==> src/rtl/pls_pkg.sv <==
// ----------------------------------------------------------------------------
// pls_pkg
// Types, constants and codes shared by the positional list store modules.
// ----------------------------------------------------------------------------
package pls_pkg;

   localparam int CAPACITY    = 16;
   localparam int ADDR_W      = $clog2(CAPACITY);
   localparam int CNT_W       = $clog2(CAPACITY + 1);
   localparam int POS_W       = 8;
   localparam int VAL_W       = 32;
   localparam int CMP_W       = POS_W + 1;
   localparam int COUNT_OUT_W = 7;

   typedef enum logic [1:0] {
      CMD_INSERT   = 2'd0,
      CMD_DELETE   = 2'd1,
      CMD_DUMP_FWD = 2'd2,
      CMD_DUMP_BWD = 2'd3
   } cmd_type;

   typedef enum logic [1:0] {
      STATUS_OK     = 2'd0,
      STATUS_BADPOS = 2'd1,
      STATUS_EMPTY  = 2'd2,
      STATUS_FULL   = 2'd3
   } status_type;

   typedef enum logic [2:0] {
      ST_IDLE,
      ST_MV_RD,
      ST_MV_WR,
      ST_INS_WR,
      ST_RESULT,
      ST_DUMP_RD,
      ST_DUMP_OUT
   } seq_state_type;

   typedef struct packed {
      cmd_type                 cmd;
      logic [POS_W-1:0]        position;
      logic signed [VAL_W-1:0] value_in;
   } req_type;

   typedef struct packed {
      status_type                status;
      logic signed [VAL_W-1:0]   value_out;
      logic                      last;
      logic [COUNT_OUT_W-1:0]    count_out;
   } rsp_type;

   typedef struct packed {
      logic              re;
      logic [ADDR_W-1:0] raddr;
      logic              we;
      logic [ADDR_W-1:0] waddr;
      logic [VAL_W-1:0]  wdata;
   } ram_ctl_type;

   typedef struct packed {
      logic       load;
      status_type status;
      logic       use_rdata;
      logic       last;
   } res_ctl_type;

endpackage

==> src/rtl/pls_ram.sv <==
// ----------------------------------------------------------------------------
// pls_ram
// Generic single-write, single-read memory with a registered read port.
// ----------------------------------------------------------------------------
module pls_ram #(
   parameter int WIDTH = 32,
   parameter int DEPTH = 16
) (
   input  logic                     clock,
   input  logic                     we,
   input  logic [$clog2(DEPTH)-1:0] waddr,
   input  logic [WIDTH-1:0]         wdata,
   input  logic                     re,
   input  logic [$clog2(DEPTH)-1:0] raddr,
   output logic [WIDTH-1:0]         rdata
);

   logic [WIDTH-1:0] mem_ff [DEPTH];
   logic [WIDTH-1:0] rdata_ff;

   always_ff @(posedge clock) begin
      if (we) begin
         mem_ff[waddr] <= wdata;
      end
      if (re) begin
         rdata_ff <= mem_ff[raddr];
      end
   end

   assign rdata = rdata_ff;

endmodule

==> src/rtl/pls_seq.sv <==
// ----------------------------------------------------------------------------
// pls_seq
// Command sequencer: checks each item, steps one shared pointer adder over
// the memory to shift entries or read them out, and tracks the fill count.
// ----------------------------------------------------------------------------
module pls_seq import pls_pkg::*; (
   input  logic             clock,
   input  logic             reset,
   input  logic             req_valid,
   input  req_type          req_data,
   output logic             req_stall,
   input  logic             out_free,
   input  logic [VAL_W-1:0] rdata,
   output ram_ctl_type      ram_ctl,
   output res_ctl_type      res_ctl,
   output logic [CNT_W-1:0] count
);

   seq_state_type     state_ff, state_in;
   logic [CNT_W-1:0]  count_ff, count_in;
   logic [CNT_W-1:0]  mv_ff, mv_in;
   logic [ADDR_W-1:0] ptr_ff, ptr_in;
   logic [ADDR_W-1:0] ins_addr_ff, ins_addr_in;
   logic [VAL_W-1:0]  val_ff, val_in;
   logic              up_ff, up_in;

   logic              accept;
   logic [CMP_W-1:0]  pos9, cnt9;
   logic [CMP_W-1:0]  ins_moves, del_moves;
   logic [ADDR_W-1:0] addend, ptr_sum;

   assign accept = req_valid && !req_stall;
   assign pos9   = CMP_W'(req_data.position);
   assign cnt9   = CMP_W'(count_ff);
   assign ins_moves = cnt9 + CMP_W'(1) - pos9;
   assign del_moves = cnt9 - pos9;

   // The shared pointer unit. A move reads the source, steps one to the
   // destination, writes, then steps two the opposite way to the next source.
   assign ptr_sum = ptr_ff + addend;

   always_ff @(posedge clock) begin
      if (reset) begin
         state_ff <= ST_IDLE;
         count_ff <= '0;
      end else begin
         state_ff <= state_in;
         count_ff <= count_in;
      end
   end

   always_ff @(posedge clock) begin
      mv_ff       <= mv_in;
      ptr_ff      <= ptr_in;
      ins_addr_ff <= ins_addr_in;
      val_ff      <= val_in;
      up_ff       <= up_in;
   end

   always_comb begin
      state_in    = state_ff;
      count_in    = count_ff;
      mv_in       = mv_ff;
      ptr_in      = ptr_ff;
      ins_addr_in = ins_addr_ff;
      val_in      = val_ff;
      up_in       = up_ff;
      addend      = up_ff ? ADDR_W'(1) : '1;
      req_stall   = (state_ff != ST_IDLE) || !out_free;
      ram_ctl     = '0;
      res_ctl     = '0;

      case (state_ff)
         ST_IDLE: begin
            if (accept) begin
               case (req_data.cmd)
                  CMD_INSERT: begin
                     res_ctl.last = 1'b1;
                     if (pos9 == '0 || pos9 > cnt9 + CMP_W'(1)) begin
                        res_ctl.load   = 1'b1;
                        res_ctl.status = STATUS_BADPOS;
                     end else if (count_ff == CNT_W'(CAPACITY)) begin
                        res_ctl.load   = 1'b1;
                        res_ctl.status = STATUS_FULL;
                     end else begin
                        count_in    = count_ff + CNT_W'(1);
                        mv_in       = CNT_W'(ins_moves);
                        ptr_in      = ADDR_W'(count_ff - CNT_W'(1));
                        ins_addr_in = ADDR_W'(req_data.position - POS_W'(1));
                        val_in      = req_data.value_in;
                        up_in       = 1'b0;
                        state_in    = (ins_moves == '0) ? ST_INS_WR : ST_MV_RD;
                     end
                  end
                  CMD_DELETE: begin
                     res_ctl.last = 1'b1;
                     if (count_ff == '0) begin
                        res_ctl.load   = 1'b1;
                        res_ctl.status = STATUS_EMPTY;
                     end else if (pos9 == '0 || pos9 > cnt9) begin
                        res_ctl.load   = 1'b1;
                        res_ctl.status = STATUS_BADPOS;
                     end else begin
                        count_in = count_ff - CNT_W'(1);
                        mv_in    = CNT_W'(del_moves);
                        ptr_in   = ADDR_W'(req_data.position);
                        up_in    = 1'b1;
                        state_in = (del_moves == '0) ? ST_RESULT : ST_MV_RD;
                     end
                  end
                  default: begin
                     if (count_ff == '0) begin
                        res_ctl.load   = 1'b1;
                        res_ctl.status = STATUS_EMPTY;
                        res_ctl.last   = 1'b1;
                     end else begin
                        mv_in    = count_ff;
                        up_in    = (req_data.cmd == CMD_DUMP_FWD);
                        ptr_in   = (req_data.cmd == CMD_DUMP_FWD) ?
                                   '0 : ADDR_W'(count_ff - CNT_W'(1));
                        state_in = ST_DUMP_RD;
                     end
                  end
               endcase
            end
         end
         ST_MV_RD: begin
            ram_ctl.re    = 1'b1;
            ram_ctl.raddr = ptr_ff;
            addend        = up_ff ? '1 : ADDR_W'(1);
            ptr_in        = ptr_sum;
            state_in      = ST_MV_WR;
         end
         ST_MV_WR: begin
            ram_ctl.we    = 1'b1;
            ram_ctl.waddr = ptr_ff;
            ram_ctl.wdata = rdata;
            addend        = up_ff ? ADDR_W'(2) : ~ADDR_W'(1);
            ptr_in        = ptr_sum;
            mv_in         = mv_ff - CNT_W'(1);
            if (mv_ff == CNT_W'(1)) begin
               state_in = up_ff ? ST_RESULT : ST_INS_WR;
            end else begin
               state_in = ST_MV_RD;
            end
         end
         ST_INS_WR: begin
            ram_ctl.we    = 1'b1;
            ram_ctl.waddr = ins_addr_ff;
            ram_ctl.wdata = val_ff;
            state_in      = ST_RESULT;
         end
         ST_RESULT: begin
            if (out_free) begin
               res_ctl.load   = 1'b1;
               res_ctl.status = STATUS_OK;
               res_ctl.last   = 1'b1;
               state_in       = ST_IDLE;
            end
         end
         ST_DUMP_RD: begin
            ram_ctl.re    = 1'b1;
            ram_ctl.raddr = ptr_ff;
            ptr_in        = ptr_sum;
            state_in      = ST_DUMP_OUT;
         end
         ST_DUMP_OUT: begin
            // The read data holds until the next read, so a stalled
            // receiver simply parks the walk here.
            if (out_free) begin
               res_ctl.load      = 1'b1;
               res_ctl.status    = STATUS_OK;
               res_ctl.use_rdata = 1'b1;
               res_ctl.last      = (mv_ff == CNT_W'(1));
               mv_in             = mv_ff - CNT_W'(1);
               if (mv_ff == CNT_W'(1)) begin
                  state_in = ST_IDLE;
               end else begin
                  ram_ctl.re    = 1'b1;
                  ram_ctl.raddr = ptr_ff;
                  ptr_in        = ptr_sum;
               end
            end
         end
         default: begin
            state_in = ST_IDLE;
         end
      endcase
   end

   assign count = count_ff;

endmodule

==> src/rtl/positional_list_store.sv <==
// ----------------------------------------------------------------------------
// positional_list_store
// Ordered list of signed 32-bit values with positional insert and delete
// and forward or backward readout.
// ----------------------------------------------------------------------------
// Usage: a command item enters on req_valid/req_stall; results leave on
// rsp_valid/rsp_stall through one output register. Insert and delete give
// one result, a dump gives one result per stored value (or one empty status),
// with last set on the final result of the item.
// An item is taken only while the sequencer is idle and the output register
// is free. Entries are shifted through the single memory port pair, each
// moved entry read in ST_MV_RD and written in ST_MV_WR; at most 15 entries
// shift for one insert or delete. A dump issues its first read in the cycle
// after the item and then gives one result per cycle while the receiver
// takes them. Rejected commands answer in the cycle after the item.
// Reset clears the fill count and the output valid flag; the list is empty.
// Stored words are not cleared and are never read before being written.
// When the receiver stalls, the output result holds and the sequencer waits.
// ----------------------------------------------------------------------------
module positional_list_store import pls_pkg::*; (
   input  logic    clock,
   input  logic    reset,
   input  logic    req_valid,
   output logic    req_stall,
   input  req_type req_data,
   output logic    rsp_valid,
   input  logic    rsp_stall,
   output rsp_type rsp_data
);

   ram_ctl_type      ram_ctl;
   res_ctl_type      res_ctl;
   logic [VAL_W-1:0] rdata;
   logic [CNT_W-1:0] count;
   logic             out_free;
   logic             rsp_valid_ff;
   rsp_type          rsp_data_ff;

   assign out_free = !rsp_valid_ff || !rsp_stall;

   pls_ram #(
      .WIDTH (VAL_W),
      .DEPTH (CAPACITY)
   ) u_ram (
      .clock (clock),
      .we    (ram_ctl.we),
      .waddr (ram_ctl.waddr),
      .wdata (ram_ctl.wdata),
      .re    (ram_ctl.re),
      .raddr (ram_ctl.raddr),
      .rdata (rdata)
   );

   pls_seq u_seq (
      .clock     (clock),
      .reset     (reset),
      .req_valid (req_valid),
      .req_data  (req_data),
      .req_stall (req_stall),
      .out_free  (out_free),
      .rdata     (rdata),
      .ram_ctl   (ram_ctl),
      .res_ctl   (res_ctl),
      .count     (count)
   );

   always_ff @(posedge clock) begin
      if (reset) begin
         rsp_valid_ff <= 1'b0;
      end else if (res_ctl.load) begin
         rsp_valid_ff <= 1'b1;
      end else if (!rsp_stall) begin
         rsp_valid_ff <= 1'b0;
      end
   end

   always_ff @(posedge clock) begin
      if (res_ctl.load) begin
         rsp_data_ff.status    <= res_ctl.status;
         rsp_data_ff.value_out <= res_ctl.use_rdata ? rdata : '0;
         rsp_data_ff.last      <= res_ctl.last;
         rsp_data_ff.count_out <= COUNT_OUT_W'(count);
      end
   end

   assign rsp_valid = rsp_valid_ff;
   assign rsp_data  = rsp_data_ff;

endmodule

==> config.mk <==
export PLATFORM = sky130hd
export DESIGN_NAME = positional_list_store
export DESIGN_NICKNAME = d
export VERILOG_FILES = /design/src/rtl/pls_pkg.sv /design/src/rtl/pls_ram.sv /design/src/rtl/pls_seq.sv /design/src/rtl/positional_list_store.sv
export SDC_FILE = /design/constraint.sdc
export NUM_CORES = 1
export LEC_CHECK = 0
export BUFFER_PORTS_ARGS = -buffer_cell sky130_fd_sc_hd__buf_2
export CAP_MARGIN = 20
export CORE_MARGIN = 4
export CORE_UTILIZATION = 50
export CTS_CLUSTER_DIAMETER = 60
export DETAILED_ROUTE_END_ITERATION = 6
export PLACE_DENSITY_LB_ADDON = 0.1
export SYNTH_ARGS = -nofsm -noshare
export SYNTH_HDL_FRONTEND = slang
export SYNTH_SLANG_ARGS = --single-unit
==> constraint.sdc <==
create_clock -name clock -period 13.6 [get_ports clock]
set_clock_uncertainty 0.1 [all_clocks]
set_input_delay 2.04 -clock clock [delete_from_list [all_inputs] [get_ports clock]]
set_output_delay 2.04 -clock clock [all_outputs]
set_load 0.01 [all_outputs]
==> results of run 1 <==
power by group:
| group | internal (mW) | switching [mW] | total [mW] | leakage, nW |
|---|---|---|---|---|
| Clock | 1.03 | 0.758 | 1.78 | 1.07 |
| Sequential | 2.33 | 0.0578 | 2.39 | 5.42 |
| Combinational | 0.467 | 0.795 | 1.26 | 2.74 |
| Total | 3.82 | 1.61 | 5.43 | 9.23 |
worst max-delay path by stage:
stage                       startpoint                   end  slack [ns]  depth (start not counted)
after floorplan           req_data[37]  u_seq.ins_addr_ff[0]        7.31                          7
after global placement       rsp_stall       u_ram.rdata[13]        7.64                         11
after detailed placement     rsp_stall       u_ram.rdata[29]        7.57                         11
after CTS                    rsp_stall       u_ram.rdata[29]        8.19                         11
after global routing         rsp_stall       u_ram.rdata[13]        7.91                         11
final                        rsp_stall       u_ram.rdata[29]        8.13                         11
state kept, by name, summed over array words and instances (netlist names):
signal,flops
rsp_valid,1
u_seq.state_ff,3
rsp_data,40
u_ram.mem_ff,512
u_seq.val_ff,32
u_seq.ptr_ff,4
u_seq.mv_ff,5
u_seq.up_ff,1
u_seq.ins_addr_ff,4
u_ram.rdata,32
u_seq.count,5
through the flow:
| stage | power, mW | std cells | util | instance area [µm²] | setup WS [ns] |
|---|---|---|---|---|---|
| detailed placement | 3.701 | 2242 | 0.5363 | 27130 | 7.574 |
| global route | 5.674 | 2368 | 0.5792 | 29290 | 7.912 |
| floorplan | 3.285 | 1535 | - | 25780 | 7.305 |
| CTS | 5.482 | 2368 | 0.5792 | 29290 | 8.187 |
| finish | 5.434 | 2368 | 0.5792 | 29290 | 8.126 |
| global placement | 3.680 | 2242 | 0.5363 | 27130 | 7.638 |
final cells by class:
class | count | area share
sequential | 639 | 0.6519
multi-input combinational | 775 | 0.2163
clock buffer | 85 | 0.06535
tap | 672 | 0.02870
timing repair buffer | 126 | 0.02529
clock inverter | 41 | 0.008585
inverter | 30 | 0.003844
kinds of logic (layout without fill, tap and decap cells):
logic type               count (synthesis)  count (layout)  synth area share
flip-flops                             639             639            0.7410
AO/OA/AOI/OAI                          312             312           0.08282
AND/OR/NAND/NOR                        289             289           0.05486
multiplexers                           122             122           0.07961
buffers and inverters                  121             282           0.01951
adder cells (fa/ha/maj)                 29              29           0.01495
XOR/XNOR                                21              21          0.007136
other                                    1               2         0.0001455
routing by layer:
layer  routed length (µm)  share of wire
met1                26990           0.43
met2                29950           0.48
met3                 4287          0.069
met4                 1284          0.021
met5                    0              0
cell usage in the layout, fill, tap and decap left out, types with 9 or more instances in the layout:
master / count
edfxtp_1: 630
nor2_1: 99
buf_2: 87
clkbuf_16: 75
o22ai_1: 65
mux4_2: 64
a21oi_1: 50
nor3_1: 50
a221oi_1: 42
and2_1: 40
buf_4: 38
o21ai_0: 37
mux2i_1: 34
a22o_1: 33
inv_1: 28
ha_1: 26
nand2_1: 25
mux2_2: 24
o2bb2ai_1: 24
clkinv_1: 21
o21ai_1: 19
nor2_4: 18
xnor2_1: 12
clkinv_2: 12
nand3_1: 11
nand2b_1: 10
clkbuf_1: 10
xor2_1: 9
a31oi_1: 9
dfxtp_1: 9
==> results by group, run 1 <==
Finish
  – Area of the multi-input gates: approximately 6300 µm²
  – Area Overhead vs Synth: 13.66%
  – Share of cells above drive strength 1: 0.2040
  – Fillers: 3836
  – Nets: roughly 1700
  – Sequential Area: 19100 µm²
  – N_diodes: 0

Yosys
  – Synth warn: 0
  – Top cells by area, synth: edfxtp_1, mux4_2, nor2_1, o22ai_1, a221oi_1
  – Most common flop cell mapped by yosys: edfxtp_1
  – Seq/Total Area, Yosys: 0.7410
  – Post-synthesis cell type count: 66
  – Post-synth EDFFs: 630
  – Cells after Synth: 1534
  – Post-synthesis cell area: 25770 µm²
  – Top-area cell type share of the netlist area: 0.7340
  – Most numerous cell in the Yosys netlist: edfxtp_1
  – Post-synth top cells: edfxtp_1, nor2_1, clkbuf_1, o22ai_1, mux4_2
  – Synth area leader: edfxtp_1
  – Post-synthesis async set-or-reset flop share: 0
  – #FFs+latches synth: between 600 and 700
  – Mean Syn Cell Area: approximately 17 µm²

Placed design
  – Port bufs: 87
  – DP HPWL: 35.72 mm
  – Gpl congestion: between 0.8 and 0.9

Timing
  – Worst slew pin tran: 1.043 ns
  – Fmax: around 0.18 GHz
  – Slew Viols, Final: 0
  – WHS: between 0.4 and 0.5 ns
  – Relative slew slack: 0.3015
  – Final TNS setup: 0 ns
  – RSZ-0062 raised after global routing: false
  – Setup Viol. Count Final: 0
  – Final Cycle Share: 0.4025
  – Fin crit period: 5.474 ns
  – Final hold violations: 0

Hold path
  – Hold Path Class: flop to flop
  – Min-delay src: u_seq.count[0]
  – Hold Path Sink: rsp_data[0]
  – WHS Path Cells: 0

CTS
  – H-Tree Depth: 3
  – Setup Buffers After CTS: 0
  – Worst-Skew Late Latency: 0.61 ns
  – Clock Sinks: around 640
  – Root Driver: clkbuf_16
  – Clock transition at path regs: 0.06 ns
  – Total CTS buffers: 70
  – CTS resizes: 0
  – Hold-fix buffers, CTS: 0
  – CTS tree: yes
  – Max Root-Sink Buffers: 3

Pwr
  – Power per Cell Area: roughly 190 nW/µm²
  – Max IR drop VDD: 0.1332 mV
  – Static leakage: 9.229 nW

Global route
  – Initial antenna violation count: 0
  – Total gr overflow: 0
  – Wire length of the first global-routing pass: 93.43 mm
  – Most used routing layer: met2
  – Number of global-route vias before repair: between 10000 and 15000
  – Global Route Usage Sum: 0.2239
  – Grt met2 use: 0.3566
  – Met1 Resource Use GR: 0.3256
  – Pin count of the biggest net entering global routing: 107
  – Met3 GRT Util: 0.03928

Setup path
  – Worst r2r src: u_seq.state_ff[1]
  – CP Cell Sequence: buf_2 > a21bo_2 > nor3_4 > nor2_4 > inv_2 > buf_4 > and2_1 > buf_4 > o21ai_0 > a221oi_1 > nor3_1
  – CP bufs+invs: 4
  – Data arrival, critical path: 5.72 ns
  – CP max-delay cell: nor3_4
  – Crit end category: flop
  – Cell count of the worst reg-to-reg path: 11
  – FF-to-FF setup slack: 8.52 ns
  – Max incr delay on CP: between 0.7 and 0.8 ns
  – CP top delay family: simple AND/OR/NAND/NOR gates
  – Crit Path Class: input port to flop
  – CP Launch Type: input port
  – Reg2Reg Capture Point: u_ram.rdata[29]
  – Crit-path most repeated cell: buf_4
  – Crit-path max FO: 27
  – Worst Path Required: 13.85 ns

Route
  – Wire per inst: 26.40 µm
  – Initial DRC count: between 1000 and 1500
  – Final ANT Viol Nets: 0
  – Via density: 6.102
  – First-pass iteration count of the detailed router: 5
  – DRC viols: 0
  – Post-Route WL: ~63 mm
  – Via count: about 14000

Die
  – Top Ports: 90
  – Initial Utilization: 0.5096
  – Core area: 50580 µm²
  – Die width: around 240 µm
  – Die height: 235.0 µm
  – DIE AREA: 55250 µm²
  – Site Rows: 82

Job
  – Max-Cap Viols: 0

Status
  – Status: finished, final reports clean
(Power assumes the default switching activity.)
==> inputs of run 2 (changes only) <==
==> constraint.sdc (replaced) <==
create_clock -name clock -period 5.4 [get_ports clock]
set_clock_uncertainty 0.1 [all_clocks]
set_input_delay 0.81 -clock clock [delete_from_list [all_inputs] [get_ports clock]]
set_output_delay 0.81 -clock clock [all_outputs]
set_load 0.01 [all_outputs]
==> run 2 against run 1 <==
  * Sequential power rose to 2.5 times the previous value
  * Cell count about the same
  * Clock-buffer cell count is 3 higher
  * Setup slack got worse by 6.8 ns
  * Clock power grew to 2.5 times the previous value
  * Sequential cell count stayed put
  * Largest power group unchanged
==> results by group, run 2 (synthesis results as in run 1) <==
Status
  – Status: finished, final reports clean

Hold path
  – WHS Path Cells: 1
  – Hold Path Class: input port to flop

Setup path
  – CP Launch Type: flop
  – FF-to-FF setup slack: 1.35 ns
  – Cell count of the worst reg-to-reg path: 12
  – CP top delay family: buffers and inverters
  – CP max-delay cell: ha_1
  – Data arrival, critical path: 4.28 ns
  – Worst path depth: 12
  – CP bufs+invs: 5
  – Crit-path max FO: 39
  – Max incr delay on CP: ~0.57 ns
  – Crit Path Class: flop to flop
  – CP Cell Sequence: inv_1 > ha_1 > inv_1 > nor3_4 > buf_4 > nor2_4 > inv_2 > buf_4 > and2_1 > mux4_2 > a221oi_1 > nor3_1
  – Crit end category: flop
  – Worst Path Required: 5.63 ns

Route
  – Via count: around 14000
  – Initial DRC count: 1415
  – First-pass iteration count of the detailed router: 5
  – DRC viols: 0
  – Post-Route WL: 64.42 mm
  – Final ANT Viol Nets: 0
  – Via density: 6.087
  – Wire per inst: 27.23 µm

Pwr
  – Power per Cell Area: 468.0 nW/µm²
  – Max IR drop VDD: 0.2736 mV
  – Static leakage: 9.268 nW

Finish
  – Most frequent cells in the layout: edfxtp_1, nor2_1, buf_2
  – Final Cell Area: 29430 µm²
  – Max reg flops: around 510
  – N_diodes: 0
  – Top reg by flops: u_ram.mem_ff
  – Share of cells above drive strength 1: 0.2031
  – Commonest non-fill, non-tap cell in the layout: edfxtp_1
  – Area Overhead vs Synth: 14.20%
  – Fin cells: between 2000 and 2500
  – Nets: 1722

Placed design
  – Dpl cell area: 27190 µm²
  – Place WS: 1.392 ns
  – DP HPWL: slightly below 40 mm
  – Port bufs: a little under 90
  – Inst Count DP: 2242
  – Gpl congestion: 0.8723

Timing
  – Final TNS setup: 0 ns
  – Final Cycle Share: 0.7503
  – Setup Viol. Count Final: 0
  – Fmax: approximately 0.25 GHz
  – Slew Viols, Final: 0
  – RSZ-0062 raised after global routing: false
  – WHS: ~0.28 ns
  – Worst slew pin tran: 1.009 ns
  – Fin crit period: between 4 and 5 ns
  – Relative slew slack: 0.3268
  – Setup WS post-layout: about 1.3 ns
  – Final hold violations: 0

Die
  – Site Rows: 82
  – Top Ports: 90
  – Core area: 50580 µm²
  – Die width: 235.0 µm
  – DIE AREA: 55250 µm²
  – Die height: 235.0 µm
  – Initial Utilization: 0.5096

Global route
  – Wire length of the first global-routing pass: 96.11 mm
  – Initial antenna violation count: 2
  – Number of global-route vias before repair: 14730
  – Global Route Usage Sum: 0.2306
  – Pin count of the biggest net entering global routing: 56
  – Total gr overflow: 0

CTS
  – CTS resizes: 0
  – H-Tree Depth: 3
  – CTS tree: yes
  – Max Root-Sink Buffers: 3
  – Root Driver: clkbuf_16
  – Clock transition at path regs: roughly 0.060 ns
  – Setup Buffers After CTS: 0
  – Total CTS buffers: 70
  – Hold-fix buffers, CTS: 0
  – Clock Sinks: about 640
  – Worst-Skew Late Latency: 0.61 ns

Job
  – Max-Cap Viols: 0
-- run 2: cell count changes in the layout (fill, tap and decap cells not counted), moves of 2 or more --
cell      before  now
clkinv_1      21   17
clkinv_2      12    6
clkbuf_1      10   14
buf_16         0    6
buf_12         1    3
inv_6          4    2
buf_4         38   35
-- run 2: final timing paths --
kind | end | from
worst min-delay path | u_seq.val_ff[15] | req_data[15]
worst min register to register | rsp_data[29] | u_ram.rdata[21]
worst max register to register | u_ram.rdata[19] | u_seq.state_ff[0]
worst max-delay path | u_ram.rdata[19] | u_seq.state_ff[0]
-- run 2: cell type report --
type | count | area [µm²]
inverter | 30 | 112.6
fill | 3827 | 21150
clock inverter | 31 | 219.0
sequential | 639 | 19100
multi-input combinational | 775 | 6336
timing repair buffer | 131 | 923.4
clock buffer | 88 | 1904
tap | 672 | 840.8
-- run 2: power by group --
part           switching [mW]  total [mW]  internal [mW]
clock network            1.88        4.47           2.59
logic                    2.08        3.29           1.22
registers               0.148        6.02           5.87
-- run 2: through the flow --
| stage | util | total power, mW |
|---|---|---|
| floorplan | - | 8.273 |
| global placement | 0.5355 | 9.342 |
| detailed placement | 0.5375 | 9.401 |
| CTS | 0.5795 | 13.86 |
| global route | 0.5819 | 14.34 |
| finish | 0.5819 | 13.78 |
-- run 2: worst register-to-register path, stage by stage (launching register included) --
cell      delay (ns)
dfxtp_1         0.35
inv_1           0.11
ha_1            0.57
inv_1           0.31
nor3_4          0.23
buf_4           0.27
nor2_4          0.07
inv_2           0.08
buf_4           0.56
and2_1          0.29
mux4_2          0.28
a221oi_1        0.09
nor3_1          0.48
-- run 2: layer usage --
| layer | vias to the layer above | track usage | part of all wire |
|---|---|---|---|
| li1 | 6358 | - | - |
| met1 | 7469 | 0.3322 | 0.44 |
| met2 | 456 | 0.3691 | 0.48 |
| met3 | 118 | 0.04116 | 0.053 |
| met4 | 0 | 0.06105 | 0.024 |
| met5 | - | 0 | 0 |
